===== src/rtl/core/gcme_pkg.sv =====
// ----------------------------------------------------------------------------
// gcme_pkg
// Shared widths, status codes and controller/datapath handshake types for the
// glyph cache with minimum-code eviction.
// ----------------------------------------------------------------------------
package gcme_pkg;

   localparam int CODE_W   = 16;
   localparam int GB_W     = 10;
   localparam int OFF_W    = 23;
   localparam int SLOT_W   = 6;
   localparam int STATUS_W = 3;
   localparam int BYTE_W   = 8;
   localparam int LIN_W    = 14;   // glyph index 0..8835

   localparam logic [BYTE_W-1:0] BYTE_LO  = 8'hA1;
   localparam logic [BYTE_W-1:0] BYTE_HI  = 8'hFE;
   localparam logic [7:0]        ROW_SPAN = 8'd94;
   localparam logic [GB_W-1:0]   GB_RESET = 10'd32;

   localparam logic [STATUS_W-1:0] ST_HIT      = 3'd0;
   localparam logic [STATUS_W-1:0] ST_INSERT   = 3'd1;
   localparam logic [STATUS_W-1:0] ST_EVICT    = 3'd2;
   localparam logic [STATUS_W-1:0] ST_NOT_KEPT = 3'd3;
   localparam logic [STATUS_W-1:0] ST_INVALID  = 3'd4;

   typedef struct packed {
      logic load;     // capture the accepted word, clear scan state
      logic scan;     // step the tag scan
      logic finish;   // decide, update the cache, load the result register
   } gcme_cmd_type;

   typedef struct packed {
      logic scan_done;
      logic out_free;
   } gcme_sts_type;

endpackage


===== src/rtl/core/gcme_ctrl.sv =====
// ----------------------------------------------------------------------------
// gcme_ctrl
// Sequencer: accepts one word, runs the tag scan, then hands the result to the
// output register once it is free.
// ----------------------------------------------------------------------------
module gcme_ctrl import gcme_pkg::*; (
   input  logic         clock,
   input  logic         reset,
   input  logic         req_valid,
   output logic         req_ready,
   input  gcme_sts_type sts,
   output gcme_cmd_type cmd
);

   typedef enum logic [1:0] {
      S_IDLE,
      S_SCAN,
      S_DONE
   } state_type;

   state_type state_ff;
   state_type state_in;

   always_comb begin
      state_in   = state_ff;
      cmd        = '0;
      req_ready  = 1'b0;
      case (state_ff)
         S_IDLE: begin
            req_ready = 1'b1;
            if (req_valid) begin
               cmd.load = 1'b1;
               state_in = S_SCAN;
            end
         end
         S_SCAN: begin
            cmd.scan = 1'b1;
            if (sts.scan_done) begin
               state_in = S_DONE;
            end
         end
         S_DONE: begin
            if (sts.out_free) begin
               cmd.finish = 1'b1;
               state_in   = S_IDLE;
            end
         end
         default: begin
            state_in = S_IDLE;
         end
      endcase
   end

   always_ff @(posedge clock) begin
      if (reset) begin
         state_ff <= S_IDLE;
      end else begin
         state_ff <= state_in;
      end
   end

endmodule


===== src/rtl/core/gcme_dp.sv =====
// ----------------------------------------------------------------------------
// gcme_dp
// Datapath: code store, serial match/minimum scan, offset multiplier, fill
// count, glyph size register and the result register.
// ----------------------------------------------------------------------------
module gcme_dp import gcme_pkg::*; #(
   parameter int CACHE_ENTRIES = 64
) (
   input  logic                clock,
   input  logic                reset,
   input  gcme_cmd_type        cmd,
   output gcme_sts_type        sts,
   input  logic [CODE_W-1:0]   req_char_code,
   input  logic                csr_wr_en,
   input  logic [GB_W-1:0]     csr_wr_data,
   output logic                rsp_valid,
   input  logic                rsp_ready,
   output logic [STATUS_W-1:0] rsp_status,
   output logic [SLOT_W-1:0]   rsp_slot,
   output logic [OFF_W-1:0]    rsp_fetch_offset,
   output logic [CODE_W-1:0]   rsp_evicted_code
);

   localparam int IDX_W = $clog2(CACHE_ENTRIES);
   localparam int CNT_W = $clog2(CACHE_ENTRIES + 1);

   // slots fill in order and are never freed, so entries 0..count-1 are valid
   logic [CODE_W-1:0] mem [CACHE_ENTRIES];

   logic [GB_W-1:0]     gb_ff;
   logic [CNT_W-1:0]    count_ff, count_in;
   logic [CODE_W-1:0]   code_ff;
   logic                bad_ff;
   logic [LIN_W-1:0]    lin_ff;
   logic [OFF_W-1:0]    off_ff;
   logic [CNT_W-1:0]    rd_idx_ff, rd_idx_in;
   logic                rd_pend_ff, rd_pend_in;
   logic [IDX_W-1:0]    cmp_idx_ff;
   logic [CODE_W-1:0]   rd_data_ff;
   logic                hit_ff, hit_in;
   logic [IDX_W-1:0]    hit_idx_ff, hit_idx_in;
   logic                min_vld_ff, min_vld_in;
   logic [IDX_W-1:0]    min_idx_ff, min_idx_in;
   logic [CODE_W-1:0]   min_code_ff, min_code_in;
   logic                rsp_valid_ff, rsp_valid_in;
   logic [STATUS_W-1:0] status_in;
   logic [IDX_W-1:0]    slot_idx;
   logic [OFF_W-1:0]    off_out;
   logic [CODE_W-1:0]   evict_in;

   logic [BYTE_W-1:0]       row, col;
   logic                    bad_in;
   logic [LIN_W-1:0]        lin_in;
   logic [LIN_W+GB_W-1:0]   prod;
   logic                    issue;
   logic [IDX_W-1:0]        rd_addr;
   logic                    full;
   logic                    mem_we;
   logic [IDX_W-1:0]        mem_waddr;
   logic [IDX_W+SLOT_W-1:0] slot_wide;

   // input check and glyph index
   assign row    = req_char_code[BYTE_W-1:0];
   assign col    = req_char_code[CODE_W-1:BYTE_W];
   assign bad_in = (row < BYTE_LO) || (row > BYTE_HI) || (col < BYTE_LO) || (col > BYTE_HI);
   assign lin_in = LIN_W'(ROW_SPAN) * LIN_W'(row - BYTE_LO) + LIN_W'(col - BYTE_LO);
   assign prod   = lin_ff * gb_ff;

   // scan: one read issued per cycle, compared in the following cycle
   assign rd_addr = rd_idx_ff[IDX_W-1:0];
   assign issue   = cmd.scan && !bad_ff && !hit_ff && (rd_idx_ff != count_ff);
   assign full    = (count_ff == CNT_W'(CACHE_ENTRIES));

   assign sts.scan_done = bad_ff || hit_ff || ((rd_idx_ff == count_ff) && !rd_pend_ff);
   assign sts.out_free  = !rsp_valid_ff || rsp_ready;

   always_comb begin
      rd_idx_in   = rd_idx_ff;
      rd_pend_in  = 1'b0;
      hit_in      = hit_ff;
      hit_idx_in  = hit_idx_ff;
      min_vld_in  = min_vld_ff;
      min_idx_in  = min_idx_ff;
      min_code_in = min_code_ff;
      if (cmd.load) begin
         rd_idx_in  = '0;
         hit_in     = 1'b0;
         min_vld_in = 1'b0;
      end else if (cmd.scan) begin
         if (issue) begin
            rd_idx_in  = rd_idx_ff + 1'b1;
            rd_pend_in = 1'b1;
         end
         if (rd_pend_ff && !hit_ff) begin
            if (rd_data_ff == code_ff) begin
               hit_in     = 1'b1;
               hit_idx_in = cmp_idx_ff;
            end
            if (!min_vld_ff || (rd_data_ff < min_code_ff)) begin
               min_vld_in  = 1'b1;
               min_idx_in  = cmp_idx_ff;
               min_code_in = rd_data_ff;
            end
         end
      end
   end

   // final decision
   always_comb begin
      count_in  = count_ff;
      mem_we    = 1'b0;
      mem_waddr = count_ff[IDX_W-1:0];
      status_in = ST_INVALID;
      slot_idx  = '0;
      off_out   = '0;
      evict_in  = '0;
      if (bad_ff) begin
         status_in = ST_INVALID;
      end else if (hit_ff) begin
         status_in = ST_HIT;
         slot_idx  = hit_idx_ff;
      end else if (!full) begin
         status_in = ST_INSERT;
         slot_idx  = count_ff[IDX_W-1:0];
         off_out   = off_ff;
         mem_we    = cmd.finish;
         count_in  = cmd.finish ? count_ff + 1'b1 : count_ff;
      end else if (code_ff < min_code_ff) begin
         status_in = ST_NOT_KEPT;
         off_out   = off_ff;
      end else begin
         status_in = ST_EVICT;
         slot_idx  = min_idx_ff;
         off_out   = off_ff;
         evict_in  = min_code_ff;
         mem_we    = cmd.finish;
         mem_waddr = min_idx_ff;
      end
   end

   assign slot_wide = {{SLOT_W{1'b0}}, slot_idx};

   always_comb begin
      rsp_valid_in = rsp_valid_ff;
      if (cmd.finish) begin
         rsp_valid_in = 1'b1;
      end else if (rsp_ready) begin
         rsp_valid_in = 1'b0;
      end
   end

   always_ff @(posedge clock) begin
      if (reset) begin
         gb_ff        <= GB_RESET;
         count_ff     <= '0;
         rd_idx_ff    <= '0;
         rd_pend_ff   <= 1'b0;
         hit_ff       <= 1'b0;
         min_vld_ff   <= 1'b0;
         bad_ff       <= 1'b0;
         rsp_valid_ff <= 1'b0;
      end else begin
         if (csr_wr_en) begin
            gb_ff <= csr_wr_data;
         end
         count_ff     <= count_in;
         rd_idx_ff    <= rd_idx_in;
         rd_pend_ff   <= rd_pend_in;
         hit_ff       <= hit_in;
         min_vld_ff   <= min_vld_in;
         rsp_valid_ff <= rsp_valid_in;
         if (cmd.load) begin
            bad_ff <= bad_in;
         end
      end
   end

   always_ff @(posedge clock) begin
      if (cmd.load) begin
         code_ff <= req_char_code;
         lin_ff  <= lin_in;
      end
      off_ff      <= prod[OFF_W-1:0];
      cmp_idx_ff  <= rd_addr;
      hit_idx_ff  <= hit_idx_in;
      min_idx_ff  <= min_idx_in;
      min_code_ff <= min_code_in;
      if (cmd.finish) begin
         rsp_status       <= status_in;
         rsp_slot         <= slot_wide[SLOT_W-1:0];
         rsp_fetch_offset <= off_out;
         rsp_evicted_code <= evict_in;
      end
   end

   // code store
   always_ff @(posedge clock) begin
      if (mem_we) begin
         mem[mem_waddr] <= code_ff;
      end
      if (issue) begin
         rd_data_ff <= mem[rd_addr];
      end
   end

   assign rsp_valid = rsp_valid_ff;

endmodule


===== src/rtl/core/glyph_cache_min_evict.sv =====
// ----------------------------------------------------------------------------
// glyph_cache_min_evict
// Cache of two-byte GB2312 codes with glyph offset lookup and minimum-code
// eviction.
// ----------------------------------------------------------------------------
// One word is handled at a time. A word with a row or column byte outside
// A1..FE skips the scan. Otherwise the cached codes are read one per cycle
// from a single-port code store and checked for a match and for the smallest
// code; the scan covers every cached code (at most CACHE_ENTRIES), and a hit
// ends the scan early. A new word is taken in the cycle after each result is
// loaded. The next word can be accepted while the previous result still waits
// in the output register. The glyph offset multiply runs during the scan. No
// clearing pass is needed after reset.
module glyph_cache_min_evict import gcme_pkg::*; #(
   parameter int CACHE_ENTRIES = 64
) (
   input  logic                clock,
   input  logic                reset,
   input  logic                req_valid,
   output logic                req_ready,
   input  logic [CODE_W-1:0]   req_char_code,
   output logic                rsp_valid,
   input  logic                rsp_ready,
   output logic [STATUS_W-1:0] rsp_status,
   output logic [SLOT_W-1:0]   rsp_slot,
   output logic [OFF_W-1:0]    rsp_fetch_offset,
   output logic [CODE_W-1:0]   rsp_evicted_code,
   input  logic                csr_wr_en,
   input  logic [GB_W-1:0]     csr_wr_data
);

   gcme_cmd_type cmd;
   gcme_sts_type sts;

   gcme_ctrl u_ctrl (
      .clock     (clock),
      .reset     (reset),
      .req_valid (req_valid),
      .req_ready (req_ready),
      .sts       (sts),
      .cmd       (cmd)
   );

   gcme_dp #(
      .CACHE_ENTRIES (CACHE_ENTRIES)
   ) u_dp (
      .clock            (clock),
      .reset            (reset),
      .cmd              (cmd),
      .sts              (sts),
      .req_char_code    (req_char_code),
      .csr_wr_en        (csr_wr_en),
      .csr_wr_data      (csr_wr_data),
      .rsp_valid        (rsp_valid),
      .rsp_ready        (rsp_ready),
      .rsp_status       (rsp_status),
      .rsp_slot         (rsp_slot),
      .rsp_fetch_offset (rsp_fetch_offset),
      .rsp_evicted_code (rsp_evicted_code)
   );

   // at most one command per cycle
   a_cmd_onehot: assert property (@(posedge clock) disable iff (reset)
      $onehot0({cmd.load, cmd.scan, cmd.finish}))
      else $error("more than one datapath command");

   // a finished result never overwrites one still waiting
   a_finish_free: assert property (@(posedge clock) disable iff (reset)
      cmd.finish |-> (!rsp_valid || rsp_ready))
      else $error("result register overwritten");

   // one word in flight: busy right after acceptance
   a_busy_after_accept: assert property (@(posedge clock) disable iff (reset)
      (req_valid && req_ready) |=> !req_ready)
      else $error("accepted a word while busy");

   // an invalid code carries no slot, offset or evicted code
   a_invalid_clean: assert property (@(posedge clock) disable iff (reset)
      (rsp_valid && (rsp_status == ST_INVALID)) |->
         ((rsp_slot == '0) && (rsp_fetch_offset == '0) && (rsp_evicted_code == '0)))
      else $error("invalid result with nonzero fields");

endmodule

===== config.mk =====
export PLATFORM = sky130hd
export DESIGN_NAME = glyph_cache_min_evict
export DESIGN_NICKNAME = d
export VERILOG_FILES = /design/src/rtl/core/gcme_pkg.sv /design/src/rtl/core/gcme_ctrl.sv /design/src/rtl/core/gcme_dp.sv /design/src/rtl/core/glyph_cache_min_evict.sv
export SDC_FILE = /design/constraint.sdc
export NUM_CORES = 2
export LEC_CHECK = 0
export ABC_AREA = 1
export BUFFER_PORTS_ARGS = -buffer_cell sky130_fd_sc_hd__buf_2
export CORE_ASPECT_RATIO = 0.9
export CORE_MARGIN = 2
export CORE_UTILIZATION = 55
export CTS_CLUSTER_DIAMETER = 40
export DETAILED_ROUTE_END_ITERATION = 7
export PLACE_DENSITY_LB_ADDON = 0.25
export REMOVE_ABC_BUFFERS = 1
export SLEW_MARGIN = 0
export SYNTH_ARGS = -nofsm -noshare
export SYNTH_HDL_FRONTEND = slang
export SYNTH_SLANG_ARGS = --single-unit

===== constraint.sdc =====
create_clock -name clock -period 7.8 [get_ports clock]
set_input_delay 1.17 -clock clock [delete_from_list [all_inputs] [get_ports clock]]
set_output_delay 1.17 -clock clock [all_outputs]
set_load 0.01 [all_outputs]

==> metrics.md <==
| Metric | Value |
|---|---|
| Synth area leaders | edfxtp_1 64%, o21ai_0 5.2%, nor2_1 4.8% |
| Layout Skew | between 40 and 50 ps |
| Die height | approximately 300 um |
| Initial DRC count | 4,290 |
| EDFF count, synth | 1,146 |
| Post-DRT Antenna Nets | 0 |
| YS warnings | 0 |
| First-pass GRT wire length | between 200,000 and 250,000 um |
| Peak supply drop | a little under 0.4 mV |
| Largest net degree at the start of global routing | 188 |
| Layout cells sized above 1 | 9.78% |
| H-tree depth | 4 |
| Setup TNS | 0 ps |
| Synthesis-stage register bit count | ~1,200 |
| Port Buf Inserts | 80 |
| Core box area | slightly below 100,000 um2 |
| Post-Route WL | between 100,000 and 150,000 um |
| Synthesized instance count | 4,454 |
| Register area share after synthesis | between 60% and 70% |
| Cell row count | 108 |
| Final core utilization | 62.4% |
| Clock-pin slew on the worst setup and hold paths | 60 ps |
| Hold slack | around 430 ps |
| Fin cells | between 5,000 and 6,000 |
| Post-CTS setup buffer count | 0 |
| Clock power frac | a little over a third |
| CTS Hold Bufs | 0 |
| Avg Cell Area, Syn | between 10 and 15 um2 |
| Ys async rst share | 0% |
| Peak Freq | around 170 MHz |
| Required @ worst endpoint | ~8300 ps |
| Share of the synthesized area in the top cell type | 64.0% |
| Vias per cell | between 5 and 6 |
| Clk root buf | clkbuf_16 |
| Worst slew pin tran | 1010 ps |
| Total gr overflow | 0 |
| Clk sinks | approximately 1,200 |
| Internal | roughly 13 mW |
| Dpl cells | between 5,000 and 6,000 |
| WP data arrival | approximately 6300 ps |
| Tot GR Track Use | approximately 27% |
| Clock insertion delay at the later pin of the skew report | 750 ps |
| Ports | 81 |
| Final Hold Viols | 0 |
| Final estimated routing congestion in global placement | roughly 0.9 |
| Die ar. | between 100,000 and 150,000 um2 |
| Layout overhead on the synthesized area | 12.1% |
| Die W | approximately 330 um |
| Cell area power density | around 310 nW/um2 |
| Post-Place Worst Slack | 1310 ps |
| Crit path max fanout | 8 |
| Reg power frac | 40.3% |
| Post_cts resized | 0 |
| Status | complete, no violations |
| Top FF cell, synth | edfxtp_1 |
| RSZ-0062 raised after global routing | no |
| Period minus WS final | roughly 5800 ps |
| TritonCTS clock tree | yes |
| Crit path kind | input port to register |
| Final period utilization | 74.5% |
| Area leader, netlist | edfxtp_1 |
| DRC | 0 |
| Vias | roughly 35,000 |
| Starting density of the core | ~56% |
| Startpoint type of the worst setup path | input port |
| Setup violations, final | 0 |
| Final Max Slew Viols | 0 |
| Final HPWL DP | 78,500 um |
| HP Class | register to register |
| Post-DR wirelength/cell | 23.0 um |
| Antenna violations before repair | 3 |
| TritonCTS buffer count | 139 |
| Switching share of total power | 30.0% |
| CTS max path bufs | 3 |
| Nets@finish | just under 5,000 |
| Comb power frac | a little under a quarter |
| Max Cap Viol | 0 |
| Psw | 5.61 mW |
| Synthesized area | 53,700 um2 |
| Leakage power | 22.2 nW |
| Setup crit end kind | register |
| First-pass detailed-route iteration total | 8 |
| Vias in the first global route | 34,129 |
| Antenna Cells | 0 |
| Final WS setup | around 2000 ps |
| Slew HR | between 30% and 40% |
| Netlist cell types | between 40 and 50 |
[area by class of cell]
cell class,count,area (um2)
Multi-Input combinational cell,2659,15700
Tap cell,1265,1580
Sequential cell,1206,35600
Timing Repair Buffer,186,1250
Inverter,343,1300
Fill cell,7317,36400
Clock buffer,168,3810
Clock inverter,89,1010
[final timing paths]
kind,from,end,slack (ps),cells after the start
min reg2reg,u_dp.cmp_idx_ff[5],u_dp.min_idx_ff[5],430,0
max reg2reg,u_dp.gb_ff[1],u_dp.off_ff[17],2550,17
min,u_dp.cmp_idx_ff[5],u_dp.min_idx_ff[5],430,0
max,req_char_code[0],u_dp.lin_ff[13],1990,25
[routing by layer]
metal	share of wire (%)	routed length, um	GRT usage, %
met5	0.0096	13	0
met4	2.9	3980	9.81
met2	47	64500	43.7
met1	40	55100	37.3
met3	9.2	12600	5.54
[kinds of logic after synthesis]
family | count (synthesis) | share of synthesized area, %
and+or+nand+nor | 1364 | 10.4
DFF | 1206 | 66.3
AOI/OAI and AO/OA | 987 | 10.6
buffers and inverters | 589 | 4.56
adders and majority gates | 240 | 7.13
xor gates and xnor gates | 68 | 1.11
[synthesized netlist by cell type (34+ instances only)]
cell type  count
buf_2         40
a21oi_1       99
nand2_1      444
o221ai_1      95
clkbuf_1     172
nand4_1       41
dfxtp_1       60
ha_1         130
inv_1        334
fa_1         110
o211ai_1      34
o21ai_0      559
o22ai_1      157
nand3_1      148
nor2_1       687
xor2_1        46
edfxtp_1    1146
[power groups by stage]
stage	Sequential, mW	Combinational, mW	Clock, mW
finish	7.53	4.44	6.70
detailed placement	7.66	4.43	0
CTS	7.53	4.46	6.78
global route	7.55	5.05	7.03
global placement	7.66	4.34	0
floorplan	7.68	3.21	0
[flip-flops by register name (all words and copies together) (netlist names), 6 cells and up]
name	flops
u_dp.min_idx_ff	6
u_dp.rsp_slot	6
u_dp.code_ff	16
u_dp.gb_ff	10
u_dp.min_code_ff	16
u_dp.rd_data_ff	16
u_dp.mem	1024
u_dp.rsp_fetch_offset	23
u_dp.lin_ff	14
u_dp.hit_idx_ff	6
u_dp.cmp_idx_ff	6
u_dp.rsp_evicted_code	16
u_dp.off_ff	23
u_dp.rd_idx_ff	7
u_dp.count_ff	7
[cells in the final DEF (no fill, tap or decap), types with 22 or more instances in the layout]
master	instances
nor2_1	686
edfxtp_1	1146
o211ai_1	34
a21oi_1	98
xor2_1	46
fa_1	110
buf_4	102
nand3_1	148
xnor2_1	22
o21ai_0	559
buf_2	80
dfxtp_1	57
ha_1	130
clkbuf_16	148
o22ai_1	157
nand2_1	444
nand4_1	41
o221ai_1	95
inv_1	330
[critical path: stages]
cell	delay (ps)
buf_2	120
inv_1	240
nand2_1	170
nor2_1	210
xor2_1	340
ha_1	320
xnor2_1	230
fa_1	440
fa_1	490
inv_1	40
ha_1	350
nand3_1	100
nand2_1	110
a21oi_1	70
o21ai_0	270
nand2_1	80
nand2_1	70
a21oi_1	70
xnor2_1	140
ha_1	380
nand3_1	90
o311ai_0	580
inv_1	80
nand3_1	100
nand2_1	50
[stage by stage]
| step | instance area [um2] | total power, mW |
|---|---|---|
| after floorplan | 52600 | 10.9 |
| after global placement | 55400 | 12.0 |
| after detailed placement | 55400 | 12.1 |
| after CTS | 60300 | 18.8 |
| after global routing | 60300 | 19.6 |
| final | 60300 | 18.7 |
Note: power is estimated with default switching activity, not from simulation.
